### config.mk
export PLATFORM = sky130hd
export DESIGN_NAME = avsync_header_deframer_core
export DESIGN_NICKNAME = d
export VERILOG_FILES = /design/src/design/ahd_pkg.sv /design/src/design/ahd_parser.sv /design/src/design/ahd_skid.sv /design/src/design/avsync_header_deframer_core.sv
export SDC_FILE = /design/constraint.sdc
export NUM_CORES = 1
export LEC_CHECK = 0
export BUFFER_PORTS_ARGS = -buffer_cell sky130_fd_sc_hd__buf_2
export CAP_MARGIN = 20
export CORE_AREA = 8 8 219 221
export CTS_CLUSTER_DIAMETER = 50
export DETAILED_ROUTE_END_ITERATION = 8
export DIE_AREA = 0 0 227 229
export PLACE_DENSITY = 0.84
export SLEW_MARGIN = 5
export SYNTH_ARGS = -nofsm -noshare
export SYNTH_HDL_FRONTEND = slang
export SYNTH_SLANG_ARGS = --single-unit
### constraint.sdc
create_clock -name clk -period 7.2 [get_ports clk]
set_input_delay 1.08 -clock clk [delete_from_list [all_inputs] [get_ports clk]]
set_output_delay 1.08 -clock clk [all_outputs]
set_load 0.1 [all_outputs]
### src/design/ahd_pkg.sv
package ahd_pkg;

    localparam logic [1:0] KIND_HEADER   = 2'd0;
    localparam logic [1:0] KIND_COMPLETE = 2'd1;
    localparam logic [1:0] KIND_PAYLOAD  = 2'd2;
    localparam logic [1:0] KIND_ERROR    = 2'd3;

    localparam logic CMD_BYTE  = 1'b0;
    localparam logic CMD_FLUSH = 1'b1;

    localparam logic [1:0] REG_HDR_LEN_V1   = 2'd0;
    localparam logic [1:0] REG_HDR_LEN_V2   = 2'd1;
    localparam logic [1:0] REG_MAX_FRAME_SZ = 2'd2;

    localparam logic [7:0] SYNC_BYTE   = 8'h55;
    localparam logic [7:0] SYNC_ZERO   = 8'h00;
    localparam logic [7:0] VER_BYTE_V1 = 8'h01;
    localparam logic [7:0] VER_BYTE_V2 = 8'h02;
    localparam logic [1:0] VER_1       = 2'd1;

    localparam logic [5:0] SYNC_PREFIX_LEN = 6'd4;
    localparam logic [5:0] SYNC_ZERO_IDX   = 6'd2;
    localparam logic [5:0] SIZE_END_IDX    = 6'd8;
    localparam logic [5:0] TIME_END_IDX    = 6'd16;
    localparam logic [5:0] HDR_LEN_MIN     = 6'd16;
    localparam logic [5:0] HDR_LEN_MAX     = 6'd32;

    localparam logic [5:0]  RST_HDR_LEN_V1   = 6'd16;
    localparam logic [5:0]  RST_HDR_LEN_V2   = 6'd20;
    localparam logic [31:0] RST_MAX_FRAME_SZ = 32'd4096;

    typedef struct packed {
        logic       cmd;
        logic [7:0] data_byte;
    } in_beat_t;

    typedef struct packed {
        logic [1:0]  kind;
        logic [7:0]  payload_byte;
        logic        last;
        logic [31:0] body_len;
        logic [63:0] timestamp;
        logic [31:0] stream_offset;
        logic [1:0]  version;
        logic        size_warning;
    } out_beat_t;

    typedef struct packed {
        logic [5:0]  header_len_v1;
        logic [5:0]  header_len_v2;
        logic [31:0] max_body_len;
    } ahd_cfg_t;

endpackage

### src/design/ahd_parser.sv
module ahd_parser (
    input  logic              clk,
    input  logic              rst_n,
    input  ahd_pkg::ahd_cfg_t cfg,
    input  logic              fire,
    input  ahd_pkg::in_beat_t beat,
    output ahd_pkg::out_beat_t res
);
    import ahd_pkg::*;

    logic        in_body_reg,   in_body_next;
    logic [5:0]  hdr_idx_reg,   hdr_idx_next;
    logic [1:0]  hdr_ver_reg,   hdr_ver_next;
    logic [31:0] size_reg,      size_next;
    logic [63:0] time_reg,      time_next;
    logic [31:0] frame_off_reg, frame_off_next;
    logic [31:0] offset_reg,    offset_next;

    logic [5:0]  hlen_raw;
    logic [5:0]  hlen;
    logic [5:0]  idx_inc;
    logic [7:0]  want;
    logic [31:0] size_new;
    logic [63:0] time_new;

    always_comb
    begin
        hlen_raw = (hdr_ver_reg == VER_1) ? cfg.header_len_v1 : cfg.header_len_v2;
        if (hlen_raw < HDR_LEN_MIN)
            hlen = HDR_LEN_MIN;
        else if (hlen_raw > HDR_LEN_MAX)
            hlen = HDR_LEN_MAX;
        else
            hlen = hlen_raw;
    end

    always_comb
    begin
        idx_inc  = hdr_idx_reg + 6'd1;
        want     = (hdr_idx_reg == SYNC_ZERO_IDX) ? SYNC_ZERO : SYNC_BYTE;
        size_new = size_reg;
        time_new = time_reg;
        if (hdr_idx_reg < SIZE_END_IDX)
            size_new = {size_reg[23:0], beat.data_byte};
        else if (hdr_idx_reg < TIME_END_IDX)
            time_new = {time_reg[55:0], beat.data_byte};

        res               = '0;
        res.stream_offset = offset_reg;

        in_body_next   = in_body_reg;
        hdr_idx_next   = hdr_idx_reg;
        hdr_ver_next   = hdr_ver_reg;
        size_next      = size_reg;
        time_next      = time_reg;
        frame_off_next = frame_off_reg;
        offset_next    = offset_reg;

        if (beat.cmd == CMD_FLUSH)
        begin
            in_body_next      = 1'b0;
            hdr_idx_next      = '0;
            hdr_ver_next      = '0;
            size_next         = '0;
            time_next         = '0;
            offset_next       = '0;
            res.kind          = KIND_HEADER;
            res.stream_offset = '0;
        end
        else if (in_body_reg)
        begin
            res.kind          = KIND_PAYLOAD;
            res.payload_byte  = beat.data_byte;
            res.stream_offset = frame_off_reg;
            size_next         = size_reg - 32'd1;
            if (size_reg == 32'd1)
            begin
                res.last     = 1'b1;
                in_body_next = 1'b0;
                hdr_idx_next = '0;
                hdr_ver_next = '0;
                size_next    = '0;
                time_next    = '0;
            end
        end
        else if (hdr_idx_reg < SYNC_PREFIX_LEN - 6'd1)
        begin
            if (beat.data_byte != want)
            begin
                res.kind     = KIND_ERROR;
                hdr_idx_next = '0;
                hdr_ver_next = '0;
                size_next    = '0;
                time_next    = '0;
            end
            else
                hdr_idx_next = idx_inc;
        end
        else if (hdr_idx_reg == SYNC_PREFIX_LEN - 6'd1)
        begin
            if (beat.data_byte != VER_BYTE_V1 && beat.data_byte != VER_BYTE_V2)
            begin
                res.kind     = KIND_ERROR;
                hdr_idx_next = '0;
                hdr_ver_next = '0;
                size_next    = '0;
                time_next    = '0;
            end
            else
            begin
                hdr_ver_next = beat.data_byte[1:0];
                hdr_idx_next = idx_inc;
            end
        end
        else
        begin
            size_next    = size_new;
            time_next    = time_new;
            hdr_idx_next = idx_inc;
            if (idx_inc >= hlen)
            begin
                res.kind         = KIND_COMPLETE;
                res.body_len     = size_new;
                res.timestamp    = time_new;
                res.version      = hdr_ver_reg;
                res.size_warning = (size_new == 32'd0) || (size_new > cfg.max_body_len);
                offset_next      = offset_reg + size_new;
                frame_off_next   = offset_reg;
                hdr_idx_next     = '0;
                if (size_new == 32'd0)
                begin
                    hdr_ver_next = '0;
                    time_next    = '0;
                end
                else
                    in_body_next = 1'b1;
            end
        end
    end

    always_ff @(posedge clk or negedge rst_n)
    begin
        if (!rst_n)
        begin
            in_body_reg   <= 1'b0;
            hdr_idx_reg   <= '0;
            hdr_ver_reg   <= '0;
            size_reg      <= '0;
            time_reg      <= '0;
            frame_off_reg <= '0;
            offset_reg    <= '0;
        end
        else if (fire)
        begin
            in_body_reg   <= in_body_next;
            hdr_idx_reg   <= hdr_idx_next;
            hdr_ver_reg   <= hdr_ver_next;
            size_reg      <= size_next;
            time_reg      <= time_next;
            frame_off_reg <= frame_off_next;
            offset_reg    <= offset_next;
        end
    end

`ifndef SYNTHESIS
    a_body_has_bytes: assert property (@(posedge clk) disable iff (!rst_n)
        in_body_reg |-> size_reg != 32'd0)
        else $error("body active with zero bytes remaining");

    a_body_idx_clear: assert property (@(posedge clk) disable iff (!rst_n)
        in_body_reg |-> hdr_idx_reg == 6'd0)
        else $error("header index not cleared in body");

    a_idx_bound: assert property (@(posedge clk) disable iff (!rst_n)
        hdr_idx_reg < HDR_LEN_MAX)
        else $error("header index past maximum header length");

    a_flush_clears: assert property (@(posedge clk) disable iff (!rst_n)
        (fire && beat.cmd == CMD_FLUSH) |=> (offset_reg == 32'd0 && !in_body_reg))
        else $error("flush did not clear state");
`endif

endmodule

### src/design/ahd_skid.sv
module ahd_skid (
    input  logic                clk,
    input  logic                rst_n,
    input  logic                fire,
    input  ahd_pkg::out_beat_t  res,
    output logic                ready,
    output logic                out_valid,
    input  logic                out_ready,
    output ahd_pkg::out_beat_t  out_data
);
    import ahd_pkg::*;

    logic      out_valid_reg;
    logic      skid_valid_reg;
    out_beat_t out_data_reg;
    out_beat_t skid_data_reg;

    assign ready     = !skid_valid_reg;
    assign out_valid = out_valid_reg;
    assign out_data  = out_data_reg;

    always_ff @(posedge clk or negedge rst_n)
    begin
        if (!rst_n)
        begin
            out_valid_reg  <= 1'b0;
            skid_valid_reg <= 1'b0;
        end
        else if (out_ready || !out_valid_reg)
        begin
            if (skid_valid_reg)
            begin
                out_valid_reg  <= 1'b1;
                skid_valid_reg <= 1'b0;
            end
            else
                out_valid_reg <= fire;
        end
        else if (fire)
            skid_valid_reg <= 1'b1;
    end

    always_ff @(posedge clk)
    begin
        if (out_ready || !out_valid_reg)
        begin
            if (skid_valid_reg)
                out_data_reg <= skid_data_reg;
            else if (fire)
                out_data_reg <= res;
        end
        else if (fire)
            skid_data_reg <= res;
    end

endmodule

### src/design/avsync_header_deframer_core.sv
// An accepted beat is registered to out_data/out_valid, or held in the skid while out is stalled.
// Throughput: one stream byte or flush per cycle while in_ready is high; a 2-entry output
// register/skid pair decouples in_ready from out_ready so the parse loop never stalls on its own.
// Reset (async, active low): parse state and running offset cleared, header hunt armed,
// output empty, header_len_v1/v2 = 16/20, max body length = 4096.
module avsync_header_deframer_core (
    input  logic               clk,
    input  logic               rst_n,
    input  logic               cfg_we,
    input  logic [1:0]         cfg_index,
    input  logic [31:0]        cfg_data,
    input  logic               in_valid,
    output logic               in_ready,
    input  ahd_pkg::in_beat_t  in_data,
    output logic               out_valid,
    input  logic               out_ready,
    output ahd_pkg::out_beat_t out_data
);
    import ahd_pkg::*;

    ahd_cfg_t  cfg_reg;
    out_beat_t res;
    logic      fire;

    assign fire = in_valid && in_ready;

    always_ff @(posedge clk or negedge rst_n)
    begin
        if (!rst_n)
        begin
            cfg_reg.header_len_v1 <= RST_HDR_LEN_V1;
            cfg_reg.header_len_v2 <= RST_HDR_LEN_V2;
            cfg_reg.max_body_len  <= RST_MAX_FRAME_SZ;
        end
        else if (cfg_we)
        begin
            case (cfg_index)
                REG_HDR_LEN_V1:   cfg_reg.header_len_v1 <= cfg_data[5:0];
                REG_HDR_LEN_V2:   cfg_reg.header_len_v2 <= cfg_data[5:0];
                REG_MAX_FRAME_SZ: cfg_reg.max_body_len  <= cfg_data;
                default:          ;
            endcase
        end
    end

    ahd_parser u_parser (
        .clk   (clk),
        .rst_n (rst_n),
        .cfg   (cfg_reg),
        .fire  (fire),
        .beat  (in_data),
        .res   (res)
    );

    ahd_skid u_skid (
        .clk       (clk),
        .rst_n     (rst_n),
        .fire      (fire),
        .res       (res),
        .ready     (in_ready),
        .out_valid (out_valid),
        .out_ready (out_ready),
        .out_data  (out_data)
    );

endmodule
==> out/metrics.csv, run 1 <==
metric;value;unit
start_util;53.9;%
fin_area;27300;µm²
gp_congestion;0.953;
holdWs;0.455;ns
post-route-period-util;66.3;%
drt-wirelength-per-cell;21.3;µm
synth_cell_types;67;
fmax;210;MHz
hpwl;42300;µm
fp.coreArea;44700;µm²
worstSkewPairLatency;0.61;ns
cellPowerDensity;310;nW/µm²
cts_max_path_buffers;3;
async_flop_share;43.1;%
ys_seq_elements;499;
ys_seq_area_share;57.7;%
cp.required;7.48;ns
io_buffers;191;
grt_pass1_vias;17000;
setup_viol;0;
fillers;3453;
reg2reg_slack;2.43;ns
dr.first_iter.drc_count;1722;
rr_worst_depth;13;
num_rows;78;
rsz0062_at_grt;false;
ios;192;
maxSlewViolCount;0;
crit_arrival;5.06;ns
fin_crit;4.77;ns
worst_pin_slew;1.10;ns
syn-num-nets;2249;
placed_area;25500;µm²
r2r-start;u_parser.hdr_ver_reg[1];
layout-drive-gt1-share;17.1;%
synth-edff-count;284;
preCtsSetupSlack;2.26;ns
syn_avg_cell_area;11.3;µm²
cts_root_buffer;clkbuf_16;
setup_slack;2.43;ns
grt_pass1_wl;96200;µm
postCtsHoldBufs;0;
crit_path_end_kind;register;
ant_nets;0;
syn_to_final_growth;13.3;%
route.detailed.drc;0;
cts_resized;0;
leakagePower;11.6;nW
vias;17600;
fin_nets;2385;
grt_max_degree;110;
antenna_found_initial;0;
clock_sinks;499;
drt_pass1_iterations;5;
synthCells;2127;
fin_skew;0.0155;ns
wl;62100;µm
finalHoldViolCount;0;
timing_worst_setup_path_type;register to register;
tns;0;ns
timing.max_cap.violations;0;
synth_warnings;0;
status;finished clean;
ys.flop_type;edfxtp_1;
synth_area;24100;µm²
htreeDepth;2;
vdd_drop_max;0.183;mV
hp-class;input port to asynchronous set/reset pin;
cts_tree;built;
die_w;227;µm
track_usage;23.3;%
relSlewSlack;26.6;%
critPathLaunchType;register;
viasPerCell;6.05;
antennaDiodeCount;0;
die_area;52000;µm²
cts_setup_buffers;0;
dieHeight;229;µm
grt.overflow.total;0;
worstPathMaxFanout;106;
r2r-end;u_skid.out_data[113];
path_clk_slew;0.06;ns
numCtsBuffers;55;
critical path, cell delays in order (launching register included):
cell and delay [ns]:
dfrtp_1 0.32, inv_1 0.07, nand2_1 0.28, mux2_2 0.46, nor3_1 0.52, ha_1 0.35, nand2b_1 0.14, a21o_1 0.17
a21o_1 0.17, a21o_1 0.19, a21o_1 0.26, nand2_4 0.77, buf_12 0.46, o31ai_1 0.21
through the flow:
stage | power (mW) | util [%] | cells
5_1_grt | 8.81 | 61.1 | 2910
3_3_place_gp | 5.69 | 56.9 | 2801
3_5_place_dp | 5.72 | 56.9 | 2802
2_1_floorplan | 5.12 | - | 2127
6_report | 8.48 | 61.1 | 2910
4_1_cts | 8.47 | 60.9 | 2906
layout make-up:
class                      count  area (µm²)  share of cell area [%]
timing repair buffer         219        1250                    4.58
sequential                   499       13900                    50.9
inverter                      84         315                    1.15
multi-input combinational   1404        9310                    34.1
clock buffer                  71        1490                    5.44
tap                          600         751                    2.75
clock inverter                33         288                    1.05
where the power goes:
part | internal (mW) | leakage (nW) | switching, mW
Clock | 1.56 | 0.858 | 1.19
Sequential | 3.28 | 5.57 | 0.235
Combinational | 0.618 | 5.21 | 1.60
cell usage after synthesis (5+ instances only):
| master | n | share of area, % |
|---|---|---|
| nor2_1 | 186 | 2.9 |
| a211oi_1 | 8 | 0.25 |
| and2_1 | 16 | 0.42 |
| dfrtp_1 | 211 | 22 |
| buf_6 | 8 | 0.37 |
| or2_2 | 5 | 0.13 |
| o22ai_1 | 12 | 0.31 |
| nand3b_1 | 5 | 0.16 |
| buf_4 | 7 | 0.22 |
| inv_1 | 82 | 1.3 |
| nand2_1 | 318 | 5.0 |
| a22o_1 | 83 | 3.0 |
| mux2i_1 | 130 | 5.4 |
| a21oi_1 | 47 | 0.98 |
| nor3_1 | 24 | 0.50 |
| o31ai_1 | 142 | 4.4 |
| nand4_1 | 18 | 0.47 |
| xnor2_1 | 15 | 0.55 |
| edfxtp_1 | 284 | 35 |
| ha_1 | 73 | 3.8 |
| or3_1 | 5 | 0.13 |
| nand2b_1 | 7 | 0.18 |
| clkbuf_1 | 96 | 1.5 |
| buf_1 | 21 | 0.33 |
| a21o_1 | 32 | 1.0 |
| a31oi_1 | 9 | 0.23 |
| a32oi_1 | 6 | 0.22 |
| nor4_1 | 13 | 0.34 |
| buf_2 | 8 | 0.17 |
| nor2b_1 | 9 | 0.23 |
| and3_1 | 10 | 0.26 |
| nand3_1 | 14 | 0.29 |
| o21bai_1 | 6 | 0.19 |
| o21ai_0 | 81 | 1.7 |
| mux2_2 | 59 | 2.8 |
| xor2_1 | 11 | 0.40 |
layer usage:
metal	global-route usage [%]	vias to the layer above	routed length (µm)
met3	4.29	143	4780
met5	0	-	0
li1	-	8061	-
met2	36.8	806	28900
met4	8.48	0	2060
met1	31.9	8604	26400
worst max-delay path by stage:
stage               cells after the start                     from  slack [ns]                 endpoint
finish                                 13  u_parser.hdr_ver_reg[1]        2.43     u_skid.out_data[113]
floorplan                               2                out_ready        1.74  u_skid.skid_data_reg[0]
CTS                                    13  u_parser.hdr_idx_reg[5]        2.22  u_parser.offset_reg[28]
global placement                       13  u_parser.hdr_idx_reg[5]        2.30  u_parser.offset_reg[31]
detailed placement                     15  u_parser.hdr_idx_reg[5]        2.26  u_parser.offset_reg[28]
global route                           13  u_parser.hdr_ver_reg[1]        2.28     u_skid.out_data[113]
logic make-up after synthesis:
kind of cell | count (synthesis) | synth area share, %
compound gates | 467 | 13.7
fa+ha+maj | 74 | 3.87
buf+inv | 224 | 3.89
mux | 191 | 8.27
simple gates | 646 | 11.6
xor+xnor | 26 | 0.945
flops | 499 | 57.7
cells in the final DEF (no fill, tap or decap), types with 18 or more instances in the layout:
master and count:
a21o_1 32, a21oi_1 47, a22o_1 83, buf_2 190, buf_4 22, clkbuf_16 55
dfrtp_1 209, edfxtp_1 284, ha_1 73, inv_1 82, mux2_2 59, mux2i_1 130
nand2_1 316, nand4_1 18, nor2_1 184, nor3_1 24, o21ai_0 81, o31ai_1 142
Note: power is estimated with default switching activity, not from simulation.
==> run 2: changes to the inputs <==
--- a/config.mk
+++ b/config.mk
@@ -7,11 +7,11 @@
 export LEC_CHECK = 0
 export BUFFER_PORTS_ARGS = -buffer_cell sky130_fd_sc_hd__buf_2
 export CAP_MARGIN = 20
-export CORE_AREA = 8 8 219 221
+export CORE_AREA = 8 8 210 212
 export CTS_CLUSTER_DIAMETER = 50
 export DETAILED_ROUTE_END_ITERATION = 8
-export DIE_AREA = 0 0 227 229
-export PLACE_DENSITY = 0.84
+export DIE_AREA = 0 0 218 220
+export PLACE_DENSITY = 0.87
 export SLEW_MARGIN = 5
 export SYNTH_ARGS = -nofsm -noshare
 export SYNTH_HDL_FRONTEND = slang
==> constraint.sdc (replaced) <==
create_clock -name clk -period 4.94 [get_ports clk]
set_input_delay 0.741 -clock clk [delete_from_list [all_inputs] [get_ports clk]]
set_output_delay 0.741 -clock clk [all_outputs]
set_load 0.1 [all_outputs]
==> run 2 against run 1 <==
Against the previous run:
- worst hold slack got worse by 0.28 ns
- register-to-register slack got worse by 1.8 ns
- total power rose by 46%
- utilization is 6.3 points higher
- sequential share of layout area fell by 0.061 points
- first-iteration DRC count rose by 14%
- non-clock buffer count grew 8
- clock-buffer cell count is 5 higher
- die area fell by 7.7%
- critical endpoint is now u_parser.offset_reg[28]
- largest power group unchanged
- highest routed layer is now met5
==> out/metrics.csv, run 2 (same netlist as run 1, synthesis figures left out) <==
metric;value;unit
cts_setup_buffers;0;
ios;192;
antennaDiodeCount;0;
fin_crit;4.32;ns
numCtsBuffers;54;
start_util;59.4;%
preCtsSetupSlack;0.821;ns
status;finished clean;
gr-usage-met1;34.2;%
path_clk_slew;0.06;ns
holdWs;0.177;ns
wl;63500;µm
cts_tree;built;
die_w;218;µm
io_buffers;191;
busiest_layer;met2;
post-route-period-util;87.5;%
final_cell_mix;nand2_1, edfxtp_1, dfrtp_1, buf_2, nor2_1;
finalHoldViolCount;0;
hp-class;input port to asynchronous set/reset pin;
grt_pass1_vias;17700;
use_met2;42.4;%
cts_root_buffer;clkbuf_16;
grt_pass1_wl;99700;µm
drt_pass1_iterations;7;
fin_nets;2392;
viasPerCell;6.28;
drt-wirelength-per-cell;22.3;µm
gp_congestion;0.950;
relSlewSlack;20.5;%
antenna_found_initial;1;
htreeDepth;2;
hpwl;42700;µm
die_area;48000;µm²
cts_max_path_buffers;3;
fin_area;27400;µm²
num_rows;74;
ant_nets;0;
dr.first_iter.drc_count;1962;
vdd_drop_max;0.284;mV
worst_pin_slew;1.18;ns
fp.coreArea;40600;µm²
cts_resized;0;
use_met3;5.94;%
placed_area;25500;µm²
route.detailed.drc;0;
critPathLaunchType;register;
syn_to_final_growth;13.5;%
grt_max_degree;229;
setup_slack;0.618;ns
timing.max_cap.violations;0;
timing_worst_setup_path_type;register to register;
startpoint;u_parser.hdr_idx_reg[5];
track_usage;26.2;%
grt.overflow.total;0;
cp.required;5.40;ns
tns;0;ns
maxSlewViolCount;0;
fmax;231;MHz
setup_viol;0;
clock_sinks;499;
fin_cells;2848;
final_common_cell;nand2_1;
vias;17900;
fin_skew;0.0130;ns
r2r-start;u_parser.hdr_idx_reg[5];
place_inst;2744;
crit_arrival;4.79;ns
crit_path_end_kind;register;
leakagePower;11.7;nW
layout-drive-gt1-share;17.2;%
worstSkewPairLatency;0.61;ns
dieHeight;220;µm
postCtsHoldBufs;0;
cellPowerDensity;454;nW/µm²
worstPathMaxFanout;38;
rsz0062_at_grt;false;
run 2: cell types whose count changed in the layout (fill, tap and decap cells not counted), moves of 2 or more:
| cell | change |
|---|---|
| clkinv_8 | +4 |
| clkinv_2 | +2 |
| clkinvlp_4 | -4 |
| inv_8 | -4 |
| clkbuf_8 | +3 |
| buf_12 | +6 |
| buf_4 | +5 |
| clkbuf_1 | +2 |
| inv_6 | -3 |
| inv_4 | -2 |
| clkinv_1 | -2 |
| buf_16 | -2 |
run 2: where the power goes:
| group | switching (mW) | internal, mW |
|---|---|---|
| clock | 1.71 | 2.35 |
| combinational | 2.32 | 0.897 |
| sequential | 0.339 | 4.79 |
run 2: path summary, 6_finish.rpt:
kind	endpoint	slack, ns	cells after the start
worst max-delay path	u_parser.offset_reg[28]	0.62	14
worst min-delay path	cfg_reg[43]	0.18	1
worst max register to register	u_parser.offset_reg[28]	0.62	14
worst min register to register	u_parser.frame_off_reg[19]	0.48	2
max in group asynchronous	u_parser.time_reg[37]	3.52	2
min in group clk	cfg_reg[6]	0.36	2
run 2: layer usage:
layer,share of wire (%),vias up,wire [µm]
li1,-,8073,-
met1,40,8798,25500
met3,8.9,160,5640
met5,0.020,-,13
met4,3.6,2,2270
met2,47,861,30000
run 2: critical path, stage by stage (launching register included):
cell       delay (ns)
dfrtp_1          0.46
nor3_4           0.28
buf_12           0.30
mux2i_1          0.39
inv_1            0.22
ha_1             0.41
o21ai_0          0.26
nor2_1           0.09
a211oi_1         0.24
inv_1            0.09
a221o_1          0.32
a31oi_1          0.31
nor2_1           0.11
a2111oi_0        0.57
o31ai_1          0.12
run 2: cell type report:
type / instances / area [µm²]
clock buffer: 76 / 1540
clock inverter: 26 / 280
fill: 2907 / 13200
inverter: 84 / 315
multi-input combinational: 1404 / 9300
sequential: 499 / 13900
tap: 532 / 666
timing repair buffer: 227 / 1340
run 2: through the flow:
stage          utilization, %  power [mW]
2_1_floorplan               -        7.46
3_3_place_gp             62.9        8.28
3_5_place_dp             62.9        8.35
4_1_cts                  67.4        12.4
5_1_grt                  67.4        12.9
6_report                 67.4        12.4
